--- config.mk ---
export PLATFORM = sky130hd
export DESIGN_NAME = script_text_tokenizer_top
export DESIGN_NICKNAME = d
export VERILOG_FILES = /design/src/design/stt_pkg.sv /design/src/design/stt_lexer.sv /design/src/design/stt_result_queue.sv /design/src/design/script_text_tokenizer_top.sv
export SDC_FILE = /design/constraint.sdc
export NUM_CORES = 1
export LEC_CHECK = 0
export BUFFER_PORTS_ARGS = -buffer_cell sky130_fd_sc_hd__buf_2
export CAP_MARGIN = 20
export CORE_MARGIN = 5
export CORE_UTILIZATION = 45
export CTS_CLUSTER_DIAMETER = 30
export DETAILED_ROUTE_END_ITERATION = 8
export PLACE_DENSITY = 0.68
export SETUP_SLACK_MARGIN = 0.4
export SLEW_MARGIN = 40
export SYNTH_ARGS = -nofsm -noshare
export SYNTH_HDL_FRONTEND = slang
export SYNTH_SLANG_ARGS = --single-unit
export TNS_END_PERCENT = 5
--- constraint.sdc ---
create_clock -name clk -period 14.1 [get_ports clk]
set_clock_uncertainty 0.05 [all_clocks]
set_input_delay 0.705 -clock clk [delete_from_list [all_inputs] [get_ports clk]]
set_output_delay 0.705 -clock clk [all_outputs]
set_load 0.03 [all_outputs]
--- src/design/stt_pkg.sv ---
`timescale 1ns / 1ps
// ----------------------------------------------------------------------------
// stt_pkg
// Token kinds, character codes and result types shared by the tokenizer.
// ----------------------------------------------------------------------------
package stt_pkg;

  localparam int KIND_BITS = 6;
  localparam int OUT_POS_BITS = 16;

  // token kinds
  localparam logic [KIND_BITS-1:0] K_WS        = 6'd0;
  localparam logic [KIND_BITS-1:0] K_LBRACE    = 6'd1;
  localparam logic [KIND_BITS-1:0] K_RBRACE    = 6'd2;
  localparam logic [KIND_BITS-1:0] K_LPAREN    = 6'd3;
  localparam logic [KIND_BITS-1:0] K_RPAREN    = 6'd4;
  localparam logic [KIND_BITS-1:0] K_LBRACKET  = 6'd5;
  localparam logic [KIND_BITS-1:0] K_RBRACKET  = 6'd6;
  localparam logic [KIND_BITS-1:0] K_COLON     = 6'd7;
  localparam logic [KIND_BITS-1:0] K_SEMI      = 6'd8;
  localparam logic [KIND_BITS-1:0] K_COMMA     = 6'd9;
  localparam logic [KIND_BITS-1:0] K_ASSIGN    = 6'd10;
  localparam logic [KIND_BITS-1:0] K_PLUS      = 6'd11;
  localparam logic [KIND_BITS-1:0] K_MINUS     = 6'd12;
  localparam logic [KIND_BITS-1:0] K_STAR      = 6'd13;
  localparam logic [KIND_BITS-1:0] K_SLASH     = 6'd14;
  localparam logic [KIND_BITS-1:0] K_DOT       = 6'd15;
  localparam logic [KIND_BITS-1:0] K_LT        = 6'd16;
  localparam logic [KIND_BITS-1:0] K_GT        = 6'd17;
  localparam logic [KIND_BITS-1:0] K_LE        = 6'd18;
  localparam logic [KIND_BITS-1:0] K_GE        = 6'd19;
  localparam logic [KIND_BITS-1:0] K_EQ        = 6'd20;
  localparam logic [KIND_BITS-1:0] K_NE        = 6'd21;
  localparam logic [KIND_BITS-1:0] K_ANDAND    = 6'd22;
  localparam logic [KIND_BITS-1:0] K_OROR      = 6'd23;
  localparam logic [KIND_BITS-1:0] K_AMP       = 6'd24;
  localparam logic [KIND_BITS-1:0] K_BAR       = 6'd25;
  localparam logic [KIND_BITS-1:0] K_BANG      = 6'd26;
  localparam logic [KIND_BITS-1:0] K_QUESTION  = 6'd27;
  localparam logic [KIND_BITS-1:0] K_NUMBER    = 6'd28;
  localparam logic [KIND_BITS-1:0] K_LABEL     = 6'd29;
  localparam logic [KIND_BITS-1:0] K_CHARACTER = 6'd30;
  localparam logic [KIND_BITS-1:0] K_STRING    = 6'd31;
  localparam logic [KIND_BITS-1:0] K_COMMENT   = 6'd32;
  localparam logic [KIND_BITS-1:0] K_UNDEF     = 6'd33;
  localparam logic [KIND_BITS-1:0] K_END       = 6'd34;

  // character codes
  localparam logic [7:0] CH_EQUALS    = 8'h3D;
  localparam logic [7:0] CH_AMP       = 8'h26;
  localparam logic [7:0] CH_BAR       = 8'h7C;
  localparam logic [7:0] CH_POINT     = 8'h2E;
  localparam logic [7:0] CH_SLASH     = 8'h2F;
  localparam logic [7:0] CH_UNDER     = 8'h5F;
  localparam logic [7:0] CH_BACKSLASH = 8'h5C;
  localparam logic [7:0] CH_QUOTE     = 8'h27;
  localparam logic [7:0] CH_DQUOTE    = 8'h22;
  localparam logic [7:0] CH_SPACE     = 8'h20;
  localparam logic [7:0] CH_TAB       = 8'h09;
  localparam logic [7:0] CH_CR        = 8'h0D;
  localparam logic [7:0] CH_LF        = 8'h0A;

  typedef struct packed {
    logic [KIND_BITS-1:0]    token_kind;
    logic [OUT_POS_BITS-1:0] start_position;
    logic                    run_last;
  } result_t;

  // results from one accepted item, packed from slot 0
  typedef struct packed {
    logic [1:0]    count;
    result_t [2:0] item;
  } push_t;

  function automatic logic is_ws(input logic [7:0] c);
    return (c == CH_SPACE) || (c == CH_TAB) || (c == CH_CR) || (c == CH_LF);
  endfunction

  function automatic logic is_digit(input logic [7:0] c);
    return (c >= 8'h30) && (c <= 8'h39);
  endfunction

  function automatic logic is_alpha(input logic [7:0] c);
    return ((c >= 8'h61) && (c <= 8'h7A)) || ((c >= 8'h41) && (c <= 8'h5A));
  endfunction

  function automatic logic is_label(input logic [7:0] c);
    return is_alpha(c) || is_digit(c) || (c == CH_UNDER);
  endfunction

endpackage

--- src/design/stt_lexer.sv ---
`timescale 1ns / 1ps
// ----------------------------------------------------------------------------
// stt_lexer
// Lexer state and the per-byte step; yields up to three results per transfer.
// ----------------------------------------------------------------------------
module stt_lexer import stt_pkg::*; #(
  parameter int POS_BITS = 16
) (
  input  logic       clk,
  input  logic       rst,
  input  logic       take,
  input  logic [7:0] text_byte,
  input  logic       is_last,
  input  logic       end_only,
  output push_t      push
);

  localparam logic [3:0] M_IDLE    = 4'd0;
  localparam logic [3:0] M_DONE    = 4'd1;
  localparam logic [3:0] M_PAIR    = 4'd2;
  localparam logic [3:0] M_SLASH   = 4'd3;
  localparam logic [3:0] M_COMMENT = 4'd4;
  localparam logic [3:0] M_WS      = 4'd5;
  localparam logic [3:0] M_LABEL   = 4'd6;
  localparam logic [3:0] M_NUMBER  = 4'd7;
  localparam logic [3:0] M_UNDEF   = 4'd8;
  localparam logic [3:0] M_CHAR    = 4'd9;
  localparam logic [3:0] M_STRING  = 4'd10;

  localparam logic [POS_BITS-1:0] POS_MAX = {POS_BITS{1'b1}};

  logic [3:0]           lexer_mode, lexer_mode_next;
  logic [KIND_BITS-1:0] open_kind, open_kind_next;
  logic [POS_BITS-1:0]  open_start, open_start_next;
  logic [POS_BITS-1:0]  byte_position, byte_position_next;
  logic                 point_seen, point_seen_next;
  logic                 previous_was_point, previous_was_point_next;
  logic                 escape_active, escape_active_next;
  logic [1:0]           quote_char_phase, quote_char_phase_next;

  logic          absorbed;
  logic [7:0]    want;
  logic [1:0]    slot;
  result_t [2:0] items;

  always_comb begin
    lexer_mode_next         = lexer_mode;
    open_kind_next          = open_kind;
    open_start_next         = open_start;
    byte_position_next      = byte_position;
    point_seen_next         = point_seen;
    previous_was_point_next = previous_was_point;
    escape_active_next      = escape_active;
    quote_char_phase_next   = quote_char_phase;
    absorbed                = 1'b0;
    want                    = CH_EQUALS;
    slot                    = 2'd0;
    items                   = '0;

    if (!end_only) begin
      case (lexer_mode)
        M_PAIR: begin
          if (open_kind == K_AMP) want = CH_AMP;
          else if (open_kind == K_BAR) want = CH_BAR;
          if (text_byte == want) begin
            absorbed        = 1'b1;
            lexer_mode_next = M_DONE;
            case (open_kind)
              K_BANG:   open_kind_next = K_NE;
              K_ASSIGN: open_kind_next = K_EQ;
              K_LT:     open_kind_next = K_LE;
              K_GT:     open_kind_next = K_GE;
              K_AMP:    open_kind_next = K_ANDAND;
              default:  open_kind_next = K_OROR;
            endcase
          end
        end
        M_SLASH: begin
          if (text_byte == CH_SLASH) begin
            absorbed        = 1'b1;
            open_kind_next  = K_COMMENT;
            lexer_mode_next = M_COMMENT;
          end
        end
        M_COMMENT: absorbed = (text_byte != CH_LF);
        M_WS:      absorbed = is_ws(text_byte);
        M_LABEL:   absorbed = is_label(text_byte);
        M_UNDEF:   absorbed = !is_ws(text_byte);
        M_NUMBER: begin
          if (text_byte == CH_POINT) begin
            absorbed = 1'b1;
            if (point_seen) begin
              open_kind_next  = K_UNDEF;
              lexer_mode_next = M_UNDEF;
            end else begin
              point_seen_next         = 1'b1;
              previous_was_point_next = 1'b1;
            end
          end else if (is_digit(text_byte)) begin
            absorbed                = 1'b1;
            previous_was_point_next = 1'b0;
          end else if (point_seen && previous_was_point) begin
            // anything but a digit straight after the point spoils the number
            absorbed        = 1'b1;
            open_kind_next  = K_UNDEF;
            lexer_mode_next = M_UNDEF;
          end
        end
        M_CHAR: begin
          absorbed = 1'b1;
          if (quote_char_phase == 2'd1) begin
            quote_char_phase_next = (text_byte == CH_BACKSLASH) ? 2'd2 : 2'd3;
          end else if (quote_char_phase == 2'd2) begin
            quote_char_phase_next = 2'd3;
          end else begin
            open_kind_next        = (text_byte == CH_QUOTE) ? K_CHARACTER : K_UNDEF;
            quote_char_phase_next = 2'd0;
            lexer_mode_next       = M_DONE;
          end
        end
        M_STRING: begin
          absorbed = 1'b1;
          if (text_byte == CH_DQUOTE) begin
            if (!escape_active) begin
              open_kind_next  = K_STRING;
              lexer_mode_next = M_DONE;
            end else begin
              escape_active_next = 1'b0;
            end
          end else if (text_byte == CH_BACKSLASH) begin
            escape_active_next = !escape_active;
          end else begin
            escape_active_next = 1'b0;
          end
        end
        default: absorbed = 1'b0;
      endcase

      if (!absorbed) begin
        // close the open token and start a new one at this byte
        if (lexer_mode != M_IDLE) begin
          items[slot].token_kind     = open_kind;
          items[slot].start_position = OUT_POS_BITS'(open_start);
          slot                       = slot + 2'd1;
        end
        open_start_next         = byte_position;
        point_seen_next         = 1'b0;
        previous_was_point_next = 1'b0;
        escape_active_next      = 1'b0;
        quote_char_phase_next   = 2'd0;
        lexer_mode_next         = M_DONE;
        case (text_byte)
          8'h7B: open_kind_next = K_LBRACE;
          8'h7D: open_kind_next = K_RBRACE;
          8'h28: open_kind_next = K_LPAREN;
          8'h29: open_kind_next = K_RPAREN;
          8'h5B: open_kind_next = K_LBRACKET;
          8'h5D: open_kind_next = K_RBRACKET;
          8'h3A: open_kind_next = K_COLON;
          8'h3B: open_kind_next = K_SEMI;
          8'h2C: open_kind_next = K_COMMA;
          8'h2B: open_kind_next = K_PLUS;
          8'h2D: open_kind_next = K_MINUS;
          8'h2A: open_kind_next = K_STAR;
          CH_POINT: open_kind_next = K_DOT;
          8'h3F: open_kind_next = K_QUESTION;
          CH_EQUALS: begin
            open_kind_next  = K_ASSIGN;
            lexer_mode_next = M_PAIR;
          end
          8'h3C: begin
            open_kind_next  = K_LT;
            lexer_mode_next = M_PAIR;
          end
          8'h3E: begin
            open_kind_next  = K_GT;
            lexer_mode_next = M_PAIR;
          end
          CH_AMP: begin
            open_kind_next  = K_AMP;
            lexer_mode_next = M_PAIR;
          end
          CH_BAR: begin
            open_kind_next  = K_BAR;
            lexer_mode_next = M_PAIR;
          end
          8'h21: begin
            open_kind_next  = K_BANG;
            lexer_mode_next = M_PAIR;
          end
          CH_SLASH: begin
            open_kind_next  = K_SLASH;
            lexer_mode_next = M_SLASH;
          end
          CH_QUOTE: begin
            open_kind_next        = K_UNDEF;
            lexer_mode_next       = M_CHAR;
            quote_char_phase_next = 2'd1;
          end
          CH_DQUOTE: begin
            open_kind_next  = K_UNDEF;
            lexer_mode_next = M_STRING;
          end
          default: begin
            if (is_alpha(text_byte)) begin
              open_kind_next  = K_LABEL;
              lexer_mode_next = M_LABEL;
            end else if (is_ws(text_byte)) begin
              open_kind_next  = K_WS;
              lexer_mode_next = M_WS;
            end else if (is_digit(text_byte)) begin
              open_kind_next  = K_NUMBER;
              lexer_mode_next = M_NUMBER;
            end else begin
              open_kind_next  = K_UNDEF;
              lexer_mode_next = M_UNDEF;
            end
          end
        endcase
      end

      if (byte_position != POS_MAX) byte_position_next = byte_position + POS_BITS'(1);
    end

    if (end_only || is_last) begin
      // flush the open token, then END at the text length, and start afresh
      if (lexer_mode_next != M_IDLE) begin
        items[slot].token_kind     = open_kind_next;
        items[slot].start_position = OUT_POS_BITS'(open_start_next);
        slot                       = slot + 2'd1;
      end
      items[slot].token_kind     = K_END;
      items[slot].start_position = OUT_POS_BITS'(byte_position_next);
      slot                       = slot + 2'd1;
      lexer_mode_next         = M_IDLE;
      open_kind_next          = '0;
      open_start_next         = '0;
      byte_position_next      = '0;
      point_seen_next         = 1'b0;
      previous_was_point_next = 1'b0;
      escape_active_next      = 1'b0;
      quote_char_phase_next   = 2'd0;
    end

    if (slot != 2'd0) items[slot - 2'd1].run_last = 1'b1;

    push.item  = items;
    push.count = take ? slot : 2'd0;
  end

  always_ff @(posedge clk) begin
    if (rst) begin
      lexer_mode         <= M_IDLE;
      open_kind          <= '0;
      open_start         <= '0;
      byte_position      <= '0;
      point_seen         <= 1'b0;
      previous_was_point <= 1'b0;
      escape_active      <= 1'b0;
      quote_char_phase   <= 2'd0;
    end else if (take) begin
      lexer_mode         <= lexer_mode_next;
      open_kind          <= open_kind_next;
      open_start         <= open_start_next;
      byte_position      <= byte_position_next;
      point_seen         <= point_seen_next;
      previous_was_point <= previous_was_point_next;
      escape_active      <= escape_active_next;
      quote_char_phase   <= quote_char_phase_next;
    end
  end

endmodule

--- src/design/stt_result_queue.sv ---
`timescale 1ns / 1ps
// ----------------------------------------------------------------------------
// stt_result_queue
// Four-entry result queue: takes up to three results a cycle, sends one unless out_stall holds it.
// ----------------------------------------------------------------------------
module stt_result_queue import stt_pkg::*; (
  input  logic    clk,
  input  logic    rst,
  input  push_t   push,
  output logic    room,
  output logic    out_valid,
  input  logic    out_stall,
  output result_t head
);

  result_t    entries [4];
  logic [1:0] wr_ptr;
  logic [1:0] rd_ptr;
  logic [2:0] count;
  logic       pop;

  assign out_valid = (count != 3'd0);
  assign pop       = out_valid && !out_stall;
  assign head      = entries[rd_ptr];
  // one item can bring three results, so keep three slots free
  assign room      = (count <= 3'd1);

  always_ff @(posedge clk) begin
    for (int i = 0; i < 3; i++) begin
      if (2'(i) < push.count) entries[wr_ptr + 2'(i)] <= push.item[i];
    end
  end

  always_ff @(posedge clk) begin
    if (rst) begin
      wr_ptr <= 2'd0;
      rd_ptr <= 2'd0;
      count  <= 3'd0;
    end else begin
      wr_ptr <= wr_ptr + push.count;
      if (pop) rd_ptr <= rd_ptr + 2'd1;
      count <= count + 3'(push.count) - 3'(pop);
    end
  end

endmodule

--- src/design/script_text_tokenizer_top.sv ---
`timescale 1ns / 1ps
// ----------------------------------------------------------------------------
// script_text_tokenizer_top
// Streaming lexer: one text byte per transfer in, tokens out as they close.
// ----------------------------------------------------------------------------
// A result is written into the result queue at the transfer that closes it, and offered from the queue head.
// Throughput: one byte per cycle; an item yielding several results, or a
//   stalled output, holds the input for as many output transfers as the queue needs to drain.
// The input is taken while the four-entry result queue holds at most one entry.
// Reset (rst, synchronous) empties the queue and returns the lexer to idle.
module script_text_tokenizer_top import stt_pkg::*; #(
  parameter int POS_BITS = 16
) (
  input  logic                    clk,
  input  logic                    rst,
  input  logic                    in_valid,
  output logic                    in_stall,
  input  logic [7:0]              text_byte,
  input  logic                    is_last,
  input  logic                    end_only,
  output logic                    out_valid,
  input  logic                    out_stall,
  output logic [KIND_BITS-1:0]    token_kind,
  output logic [OUT_POS_BITS-1:0] start_position,
  output logic                    run_last
);

  push_t   push;
  result_t head;
  logic    room;
  logic    take;

  assign in_stall = !room;
  assign take     = in_valid && room;

  stt_lexer #(
    .POS_BITS(POS_BITS)
  ) u_lexer (
    .clk       (clk),
    .rst       (rst),
    .take      (take),
    .text_byte (text_byte),
    .is_last   (is_last),
    .end_only  (end_only),
    .push      (push)
  );

  stt_result_queue u_queue (
    .clk       (clk),
    .rst       (rst),
    .push      (push),
    .room      (room),
    .out_valid (out_valid),
    .out_stall (out_stall),
    .head      (head)
  );

  assign token_kind     = head.token_kind;
  assign start_position = head.start_position;
  assign run_last       = head.run_last;

endmodule

After elaboration in Yosys (flattened, before gate mapping)
Memory sizes are Yosys's and may differ from the RTL's. A register that Yosys moved wholly into a read port is not among the register bits.
Index checks and enable logic that the tools add are counted.
Widths: inputs -> output; s select.
{"block": "word_totals", "reg_bits": 54, "latchBits": 0, "ramBits": 92, "rom_bits": 0, "input_bits": 14, "out_inout_bits": 25, "elab_cells": 244, "memories": 1}
{"block": "classes", "add_sub_neg": 10, "n_mul": 0, "div": 0, "n_lt_le_gt_ge": 16, "n_eq_ne": 56, "n_shift": 0, "n_mux": 118, "bitwise_logic": 0, "n_reduce_logical": 32}
{"name": "u_queue.entries", "depth": 4, "word_bits": 23, "rd": 1, "rd_ports_with_merged_regs": 1, "wr": 3, "line_no": "stt_result_queue.sv:16", "rtl": "result_t entries [4];"}
{"operator": "$bwmux 69", "n": 5}
{"operator": "$mux 69", "n": 4}
{"operator": "$demux 23 s2", "n": 5}
{"operator": "$eq 8x6->1 const B", "n": 19}
{"operator": "$pmux 6 s22", "n": 1}
{"operator": "$mux 6", "n": 17}
{"operator": "$mux 16", "n": 6}
{"operator": "$mux 22", "n": 3}
{"operator": "$mux 4", "n": 16}
{"operator": "$eq 8x7->1 const B", "n": 7}
{"operator": "$mux 23", "n": 2}
{"operator": "$pmux 4 s5", "n": 2}
{"operator": "$mux 1", "n": 34}
{"operator": "$mux 17", "n": 2}
{"operator": "$eq 6x5->1 const B", "n": 5}
{"operator": "$pmux 6 s5", "n": 1}
{"operator": "$mux 2", "n": 14}
{"operator": "$eq 8x4->1 const B", "n": 3}
{"operator": "$mux 8", "n": 3}
{"operator": "$add 16x1->16 const B", "n": 1}
{"operator": "$eq 4x3->1 const B", "n": 4}
{"operator": "$ge 8x7->1 const B", "n": 2}
{"operator": "$le 8x7->1 const B", "n": 2}
{"operator": "$ne 16x16->1 const B", "n": 1}
{"operator": "40 further kinds", "n": 73}

Longest topological paths before layout
Gate-level depths: netlist of the first run.
{"block": "depth", "ltp_word": 24, "ltp_mapped": 22, "depth_no_buf": 18}

Hierarchy
Synthesis of the first run repeated with hierarchy kept, for this count alone.
{"block": "unflattened", "cells_unflattened": 1367, "area_unflattened_um2": 10960.5}
{"mod": "stt_result_queue", "n_inst": 1, "cells_per_inst": 594, "area_each_um2": 5841.9}
{"mod": "stt_lexer", "n_inst": 1, "cells_per_inst": 771, "area_each_um2": 5108.6}
{"mod": "script_text_tokenizer_top", "n_inst": 1, "cells_per_inst": 2, "area_each_um2": 10.0}

Worst setup path after synthesis of the first run
No wires, ideal clock.
{"block": "synth_path", "path_kind": "in2reg", "startpoint": "input port text_byte[1]", "endpoint": "memory u_queue.entries[0][0] (netlist name), enable pin", "setup_ns": 0.439, "arrival_ns": 5.652, "slack_ns": 7.960, "path_stages": 18, "path_cell_list": "buf_2 > buf_2 > a21boi_0 > nor4_1 > or3_1 > or2_1 > o41ai_1 > nor4b_4 > o21bai_4 > buf_6 > inv_1 > ha_1 > clkbuf_1 > clkinv_1 > nand2_1 > a21oi_1 > nor2_1 > o31ai_1"}
{"element": "from (decl)", "line_no": "script_text_tokenizer_top.sv:18", "rtl": "input logic [7:0] text_byte,"}
{"element": "to (decl)", "line_no": "stt_result_queue.sv:16"}

==> results of run 1 <==
[Yosys cell counts, drive strengths merged (11+ instances only)]
| cell type | number |
|---|---|
| a21oi | 54 |
| a22oi | 65 |
| a31oi | 17 |
| a32oi | 11 |
| and2 | 11 |
| and3 | 15 |
| buf | 41 |
| clkbuf | 64 |
| dfxtp | 56 |
| edfxtp | 92 |
| inv | 27 |
| mux2i | 16 |
| mux4 | 23 |
| nand2 | 120 |
| nand2b | 11 |
| nand3 | 40 |
| nand4 | 11 |
| nor2 | 108 |
| nor2b | 16 |
| nor3 | 24 |
| nor4 | 13 |
| o21ai | 76 |
| o221ai | 50 |
| xnor2 | 12 |
| xor2 | 11 |
[cell families (layout without fill, tap and decap cells)]
kind of cell,after synthesis,after routing
compound gates,367,367
flops,148,148
fa+ha+maj,11,11
mux,42,42
simple gates,414,414
xor+xnor,23,23
buf+inv,133,114
[metal layers]
metal  vias to the layer above  global-route usage [%]  routed length, um
met3                        97                    4.67               2780
li1                       4342                       -                  -
met1                      4569                    35.5              14300
met4                         0                    10.2               1160
met5                         -                       0                  0
met2                       540                    37.5              14700
[flip-flops by register name, summed over array words and instances (netlist names), named ones only]
register and flops:
u_queue.rd_ptr 2, u_lexer.escape_active 1, u_lexer.lexer_mode 4, u_lexer.quote_char_phase 2, u_queue.wr_ptr 2, u_lexer.open_kind 6
u_queue.count 3, u_lexer.previous_was_point 1, u_lexer.open_start 16, u_lexer.point_seen 1, u_lexer.byte_position 16, u_queue.entries 92
[worst max-delay path by stage]
| stage | from | end | slack (ps) |
|---|---|---|---|
| 6_report | u_lexer.lexer_mode[1]$_SDFFE_PP0P_ | u_queue.entries[2][12]$_DFFE_PP_ | 7290 |
| 4_1_cts | u_lexer.lexer_mode[1]$_SDFFE_PP0P_ | u_queue.entries[2][12]$_DFFE_PP_ | 7530 |
| 3_5_place_dp | text_byte[2] | u_queue.entries[2][12]$_DFFE_PP_ | 7230 |
| 2_1_floorplan | text_byte[1] | u_queue.entries[0][0]$_DFFE_PP_ | 7960 |
| 5_1_grt | u_lexer.lexer_mode[1]$_SDFFE_PP0P_ | u_queue.entries[2][12]$_DFFE_PP_ | 6970 |
| 3_3_place_gp | text_byte[6] | u_queue.entries[3][12]$_DFFE_PP_ | 7290 |
[power groups by stage]
stage               Combinational (mW)  Sequential (mW)  Clock, mW
global route                     0.521            0.568      0.504
floorplan                        0.368            0.545          0
detailed placement               0.486            0.571          0
global placement                 0.481            0.568          0
finish                           0.491            0.560      0.478
CTS                              0.487            0.562      0.482
[metrics by stage]
stage               total power [mW]  worst slack [ps]
finish                          1.53              7290
global route                    1.59              6970
CTS                             1.53              7530
detailed placement              1.06              7230
global placement                1.05              7290
floorplan                      0.913              7960
[area by class of cell]
type | instances | area [sq um] | area share (%)
clock inverters | 14 | 185 | 1.64
flip-flops and latches | 148 | 3890 | 34.4
well taps | 285 | 357 | 3.16
clock buffers | 17 | 425 | 3.77
multi-input cells | 857 | 5990 | 53.1
repair buffers | 55 | 335 | 2.97
inverters | 28 | 105 | 0.931
[worst max-delay path, delay by kind of cell, from the launching register on]
kind                     cells  cell delay [ps]
AO/OA/AOI/OAI                6             2290
AND/OR/NAND/NOR              7             2520
buffers and inverters        3              590
flip-flops                   1              760
adder cells (fa/ha/maj)      1              290
==> Implementation_results.wiki, run 1 <==
{| class="wikitable"
! Metric !! Value
|-
| Mean instance size in the synthesized netlist || 9.14 sq um
|-
| Global-route wire length before repair || approximately 52 mm
|-
| DRC Markers || 0
|-
| Category of the worst setup path launch point || flip-flop
|-
| Starting density of the core || 45.8%
|-
| Number of DRC markers after the initial detailed-route iteration || around 1200
|-
| Cell area after technology mapping || just over 0.01 sq mm
|-
| Dominant synthesized flop cell || edfxtp_1
|-
| Setup-failing EPs final || 0
|-
| Data arrival at the endpoint of the critical path || slightly below 7000 ps
|-
| Actual slew at the worst max-slew pin || between 900 and 1000 ps
|-
| DIE HEIGHT || 162 um
|-
| GRT Resource Usage Total || 24.9%
|-
| Routability congestion estimate from global placement || about 0.94
|-
| Largest driver fanout on the critical path || 21
|-
| Cell area power density || about 140 mW/mm^2
|-
| CP max-delay cell || dfxtp_1
|-
| Worst Hold Slack || around 450 ps
|-
| Diodes inserted || 0
|-
| Power dissipated by switching net loads || 551 uW
|-
| Deepest level of the CTS H-tree || 4
|-
| Remaining global-route overflow || 0
|-
| Cell type with the largest total area after synthesis || edfxtp_1
|-
| Share of the synthesized area in compound gates (AO/OA/AOI/OAI) || 25.9%
|-
| Number of max-slew violations in the final report || 0
|-
| Number of synthesized flops with an enable pin || between 90 and 100
|-
| Required time at the endpoint of the critical path || roughly 14000 ps
|-
| Final net count || 1132
|-
| Synthesized instance count || roughly 1100
|-
| Count of cells along the worst hold path || 2
|-
| Post-Synthesis Net Count || between 1000 and 1500
|-
| Most frequent cells in the layout || nand2_1 (118), nor2_1 (105), edfxtp_1 (92), a22oi_1 (65), dfxtp_1 (55)
|-
| Routed length per placed instance || about 23 um
|-
| Min-Delay Startpoint || u_lexer.previous_was_point$_SDFFE_PP0P_
|-
| CTS buffer count || 17
|-
| CTS tree || done
|-
| Antenna violation net count after detailed routing || 0
|-
| FF-to-FF Start || u_lexer.lexer_mode[1]$_SDFFE_PP0P_
|-
| Worst Hold Endpoint || u_lexer.previous_was_point$_SDFFE_PP0P_
|-
| Setup TNS || 0 ps
|-
| Buffer count from post-CTS setup fixing || 0
|-
| Initial antenna violation count || 0
|-
| Post-synthesis xor/xnor area fraction || 1.94%
|-
| Flop and latch count out of synthesis || 148
|-
| Clock latency on the worst-skew pair || 440 ps
|-
| Cell type with the highest occurrence count on the critical path || o21ai_1
|-
| Distinct cells, synth || 101
|-
| Flop2flop setup slack || 7290 ps
|-
| R2R depth || 17
|-
| Worst vdd rail ir drop || 82.2 uV
|-
| Share of power burned in the clock network || 31.3%
|-
| Number of buffers on the longest clock path || 2
|-
| CTS sink cnt || approximately 150
|-
| Cells taking the most area after synthesis || edfxtp_1 (27%), dfxtp_1 (11%), mux4_2 (5.0%), a22oi_1 (4.7%), nand2_1 (4.3%)
|-
| Instance count after placement with tap cells included || 1372
|-
| Number of warning messages in the yosys log || 0
|-
| Placement Rows || 55
|-
| CP Capture Type || flip-flop
|-
| Async SR Flop Fraction || 0%
|-
| Status || complete, no violations
|-
| Finished layout cell area || 0.0113 sq mm
|-
| Final WL || about 33 mm
|-
| F_max || roughly 0.15 GHz
|-
| Root buffer cell || clkbuf_16
|-
| Area grow syn2layout || 8.54%
|-
| Ordered list of cells on the worst path || nand2b_1 > nor3_1 > o211ai_4 > and3_1 > nand2_1 > nor4b_4 > o21bai_4 > inv_1 > ha_1 > nor3_2 > inv_2 > or3_1 > o21ai_1 > buf_4 > o21ai_1 > a222oi_1 > o21ai_1
|-
| Pin count of the biggest net entering global routing || 56
|-
| Setup repair after global routing missed its margin || false
|-
| Part of the cycle the worst path needs || around half
|-
| Number of cells in the finished layout apart from fillers || ~1400
|-
| Sequential-to-total area share from yosys stat || between 30% and 40%
|-
| Via/cell ratio || between 6 and 7
|-
| Core area || approximately 0.023 sq mm
|-
| Area after detailed placement || 0.0107 sq mm
|-
| Adder-cell share of the synthesized area || under 10%
|-
| First-pass iteration count of the detailed router || 7
|-
| Count of input and output buffers || 38
|-
| Die outline width || 162 um
|-
| Leakage power || between 3 and 4 nW
|-
| Die footprint || about 0.026 sq mm
|-
| Critical path start-end classification || reg2reg
|-
| Final Core Density || 49.7%
|-
| Dominant combinational cell family by area after synthesis || compound AO/OA/AOI/OAI gates
|-
| Worst flop-to-flop path endpoint || u_queue.entries[2][12]$_DFFE_PP_
|-
| Max-slew headroom || 38.2%
|-
| Switching share of total power || between 30% and 40%
|-
| Detailed-placement wirelength estimate || 23.0 mm
|-
| Type of the most critical hold path || reg2reg
|-
| Simple-gate portion of the synthesized area || 20.9%
|-
| Most common cell after layout, fill and taps aside || nand2_1
|-
| Cell Int Power || ~980 uW
|-
| Time the worst path needs with I/O delays and setup || a little under 7000 ps
|-
| Share of cells above drive strength 1 || 15.1%
|-
| Multiplexer share of the synthesized area || 6.85%
|-
| Portion of total power attributed to sequential cells || between 30% and 40%
|-
| Number of max-cap violations || 0
|-
| Clock-pin slew on the worst setup and hold paths || ~70 ps
|-
| CP peak stage delay || approximately 760 ps
|-
| Post-CTS Resized || 0
|-
| Total I/O pin count || 39
|-
| Number of global-route vias before repair || between 9000 and 10000
|-
| Count of filler cells inserted in the layout || 2114
|-
| Area share of the leading cell type in the synthesized netlist || a little over a quarter
|-
| Comb pwr share || between 30 and 40%
|-
| Hold buffer count at CTS || 0
|-
| Total number of vias || roughly 9500
|-
| Final hold violation count || 0
|}
Note: power is estimated with default switching activity, not from simulation.
==> inputs of run 2 (changes only) <==
--- a/config.mk
+++ b/config.mk
@@ -5,13 +5,14 @@
 export SDC_FILE = /design/constraint.sdc
 export NUM_CORES = 1
 export LEC_CHECK = 0
+export ABC_AREA = 1
 export BUFFER_PORTS_ARGS = -buffer_cell sky130_fd_sc_hd__buf_2
 export CAP_MARGIN = 20
 export CORE_MARGIN = 5
 export CORE_UTILIZATION = 45
 export CTS_CLUSTER_DIAMETER = 30
 export DETAILED_ROUTE_END_ITERATION = 8
-export PLACE_DENSITY = 0.68
+export PLACE_DENSITY = 0.7
 export SETUP_SLACK_MARGIN = 0.4
 export SLEW_MARGIN = 40
 export SYNTH_ARGS = -nofsm -noshare
==> constraint.sdc (replaced) <==
create_clock -name clk -period 6.05 [get_ports clk]
set_clock_uncertainty 0.05 [all_clocks]
set_input_delay 0.3025 -clock clk [delete_from_list [all_inputs] [get_ports clk]]
set_output_delay 0.3025 -clock clk [all_outputs]
set_load 0.03 [all_outputs]
==> Implementation_results.wiki, run 2 <==
{| class="wikitable"
! Metric !! Value
|-
| Cell type with the highest occurrence count on the critical path || nor2_1
|-
| Data arrival at the endpoint of the critical path || 4850 ps (-2070 ps)
|-
| Clock latency on the worst-skew pair || 430 ps (about the same)
|-
| Number of max-slew violations in the final report || 0 (unchanged)
|-
| CP max-delay cell || dfxtp_1
|-
| Largest driver fanout on the critical path || 24 (+14%)
|-
| Worst vdd rail ir drop || 182 uV (+120%)
|-
| DIE HEIGHT || 162 um (about the same)
|-
| Critical path start-end classification || reg2reg
|-
| Share of cells above drive strength 1 || 9.48% (-5.6 points)
|-
| Final net count || 1595 (+41%)
|-
| Number of max-cap violations || 0 (unchanged)
|-
| Cell area power density || 316 mW/mm^2 (+130%)
|-
| GRT Resource Usage Total || 23.5% (-1.4 points)
|-
| Deepest level of the CTS H-tree || 4 (unchanged)
|-
| First-pass iteration count of the detailed router || 6 (-1)
|-
| Count of filler cells inserted in the layout || 2274 (+7.6%)
|-
| Synthesized instance count || 1568 (+38%)
|-
| Cells taking the most area after synthesis || edfxtp_1 (27%), nand2_1 (17%), dfxtp_1 (11%), nand3_1 (9.2%), nor2_1 (6.5%)
|-
| Time the worst path needs with I/O delays and setup || 4780 ps (-2030 ps)
|-
| Dominant synthesized flop cell || edfxtp_1
|-
| Category of cells accounting for the largest share of critical-path delay || simple AND/OR/NAND/NOR gates
|-
| Distinct cells, synth || 46 (-54%)
|-
| Number of global-route vias before repair || 9677 (+7.5%)
|-
| Finished layout cell area || 0.0114 sq mm (+0.84%)
|-
| Part of the cycle the worst path needs || 79.1% (+31 points)
|-
| Number of warning messages in the yosys log || 0 (unchanged)
|-
| Hold buffer count at CTS || 0 (unchanged)
|-
| Via/cell ratio || 5.69 (-16%)
|-
| Post-Synthesis Net Count || 1593 (+37%)
|-
| Detailed-placement wirelength estimate || 22.0 mm (-4.3%)
|-
| Actual slew at the worst max-slew pin || 738 ps (-188 ps)
|-
| Mean instance size in the synthesized netlist || 6.62 sq um (-28%)
|-
| CTS sink cnt || 148 (unchanged)
|-
| Max reg flops || 92 (unchanged)
|-
| CTS buffer count || 17 (unchanged)
|-
| Total power draw || 3.60 mW (+140%)
|-
| Max-slew headroom || 50.7% (+12 points)
|-
| Starting density of the core || 45.7% (-0.061 points)
|-
| Diodes inserted || 0 (unchanged)
|-
| Remaining global-route overflow || 0 (unchanged)
|-
| Root buffer cell || clkbuf_16
|-
| Required time at the endpoint of the critical path || 6120 ps (-8090 ps)
|-
| Sequential-to-total area share from yosys stat || 37.4% (+0.050 points)
|-
| Type of the most critical hold path || in2reg
|-
| Portion of total power attributed to sequential cells || 36.2% (-0.4 points)
|-
| Most numerous cell in the Yosys netlist || nand2_1
|-
| FF-to-FF Start || u_lexer.lexer_mode[1]$_SDFFE_PP0P_
|-
| Most frequent cells in the layout || nand2_1 (481), nand3_1 (191), nor2_1 (179), inv_1 (117), o21ai_0 (96)
|-
| Min-Delay Startpoint || out_stall
|-
| Setup TNS || 0 ps (unchanged)
|-
| Global-route wire length before repair || 50.6 mm (-2.9%)
|-
| Pin count of the biggest net entering global routing || 51 (-8.9%)
|-
| Setup repair after global routing missed its margin || false
|-
| Share of power burned in the clock network || 29.4% (-1.9 points)
|-
| Cell Int Power || 2.19 mW (+120%)
|-
| Async SR Flop Fraction || 0% (unchanged)
|-
| Initial antenna violation count || 0 (unchanged)
|-
| Worst Hold Slack || 177 ps (-268 ps)
|-
| Area share of the leading cell type in the synthesized netlist || 26.6% (+0.035 points)
|-
| Comb pwr share || 34.4% (+2.3 points)
|-
| Area grow syn2layout || 9.60%
|-
| Cell area after technology mapping || 0.0104 sq mm (-0.13%)
|-
| Number of cells in the finished layout apart from fillers || 1868 (+33%)
|-
| Worst Setup Slack, final || 1270 ps (-6020 ps)
|-
| Status || complete, no violations
|-
| Post-CTS Resized || 0 (unchanged)
|-
| Total number of vias || 10623 (+11%)
|-
| Final hold violation count || 0 (unchanged)
|-
| Flop and latch count out of synthesis || 148 (unchanged)
|-
| First element of the critical path || u_lexer.lexer_mode[1]$_SDFFE_PP0P_
|-
| Core area || 0.0227 sq mm (unchanged)
|-
| CP Capture Type || flip-flop
|-
| Number of DRC markers after the initial detailed-route iteration || 1191 (-3.8%)
|-
| Placement Rows || 55 (unchanged)
|-
| CP peak stage delay || 450 ps (-310 ps)
|-
| Most common cell after layout, fill and taps aside || nand2_1
|-
| Die outline width || 162 um (about the same)
|-
| Final WL || 31.0 mm (-6.1%)
|-
| Count of input and output buffers || 38 (unchanged)
|-
| DRC Markers || 0 (unchanged)
|-
| Register with the most flip-flops || u_queue.entries
|-
| Clock-pin slew on the worst setup and hold paths || 60 ps (about the same)
|-
| Setup-failing EPs final || 0 (unchanged)
|-
| Crit path buf inv count || 8 (+5)
|-
| Number of buffers on the longest clock path || 2 (unchanged)
|-
| Total I/O pin count || 39 (unchanged)
|-
| Power dissipated by switching net loads || 1.41 mW (+160%)
|-
| Category of the worst setup path launch point || flip-flop
|-
| Post-Place Setup Slack || 1070 ps (-6160 ps)
|-
| CTS tree || done
|-
| Buffer count from post-CTS setup fixing || 0 (unchanged)
|-
| Leading registers by flop count || u_queue.entries x92, u_lexer.byte_position x16, u_lexer.open_start x16
|-
| Antenna violation net count after detailed routing || 0 (unchanged)
|-
| Die footprint || 0.0262 sq mm (-0.12%)
|-
| Final Core Density || 50.1% (+0.42 points)
|-
| Cell type with the largest total area after synthesis || edfxtp_1
|-
| Instance count after placement with tap cells included || 1836 (+34%)
|-
| Switching share of total power || 39.2% (+3.2 points)
|-
| Area after detailed placement || 0.0108 sq mm (+1.2%)
|-
| Routability congestion estimate from global placement || 0.978 (+3.5%)
|-
| Leakage power || 4.72 nW (+28%)
|-
| Ranking of synthesized cells by instance count || nand2_1 (481), nand3_1 (191), nor2_1 (179), inv_1 (119), o21ai_0 (96)
|-
| Number of synthesized flops with an enable pin || 92 (unchanged)
|-
| F_max || 0.209 GHz (+42%)
|-
| Routed length per placed instance || 16.6 um (-29%)
|}
==> run 2: cell count changes after synthesis, sizes merged, moves of 16 or more <==
cell,delta
nand3,+153
o221ai,-50
nand2,+370
mux4,-23
inv,+99
buf,-23
o21ai,+36
a21oi,+20
o22ai,+19
mux2i,-16
a22oi,-49
nor2,+90
==> run 2: kinds of logic (layout without fill, tap and decap cells) <==
group,count (synthesis),after routing,synth area share (%)
and+or+nand+nor,945,945,39.1
xor gates and xnor gates,14,14,1.18
DFF,148,148,37.4
adders and majority gates,11,11,1.40
buffers and inverters,206,221,7.88
AOI/OAI and AO/OA,244,244,13.0
==> run 2: path summary, 6_finish.rpt <==
kind / cells after the start / slack, ps / endpoint
worst max-delay path: 26 / 1270 / u_queue.entries[0][22]$_DFFE_PP_
worst min-delay path: 4 / 180 / u_queue.rd_ptr[0]$_SDFFE_PP0P_
worst max register to register: 26 / 1270 / u_queue.entries[0][22]$_DFFE_PP_
worst min register to register: 2 / 430 / u_queue.rd_ptr[1]$_SDFFE_PP0P_
==> run 2: layout make-up <==
class                      count  area (sq um)  share of cell area [%]
tap                          285           357                    3.13
clock inverter                14           150                    1.32
inverter                     127           477                    4.19
timing repair buffer          62           370                    3.25
clock buffer                  18           429                    3.77
multi-input combinational   1214          5710                    50.2
sequential                   148          3880                    34.1
==> run 2: per-layer routing <==
layer / wire, um / vias to the layer above / GRT usage (%)
li1: - / 5209 / -
met1: 14000 / 4895 / 33.5
met2: 13900 / 463 / 36.9
met3: 2460 / 56 / 3.70
met4: 635 / 0 / 7.27
met5: 0 / - / 0
==> run 2: worst reg2reg max path, stage by stage, from the launching register on <==
cell and delay (ps):
dfxtp_1 450, inv_2 50, or2_2 310, nor2_1 260
nand3_2 200, nand2_1 150, nor2_4 60, inv_1 90
nor2_4 70, nand2_1 60, nand3_1 60, nand2_1 100
nor2_1 50, nand2_2 360, inv_1 130, ha_1 200
nor2_1 130, inv_1 50, nor2_1 140, inv_1 130
nor2_1 110, buf_4 320, inv_1 100, nor2_1 130
nor2_1 80, o21ai_2 270, buf_4 360
==> run 2: power groups by stage <==
stage          Clock (mW)  Combinational [mW]  Sequential (mW)
2_1_floorplan           0               0.884             1.31
3_3_place_gp            0                1.21             1.32
3_5_place_dp            0                1.23             1.32
4_1_cts              1.07                1.23             1.30
5_1_grt              1.11                1.36             1.32
6_report             1.06                1.24             1.30
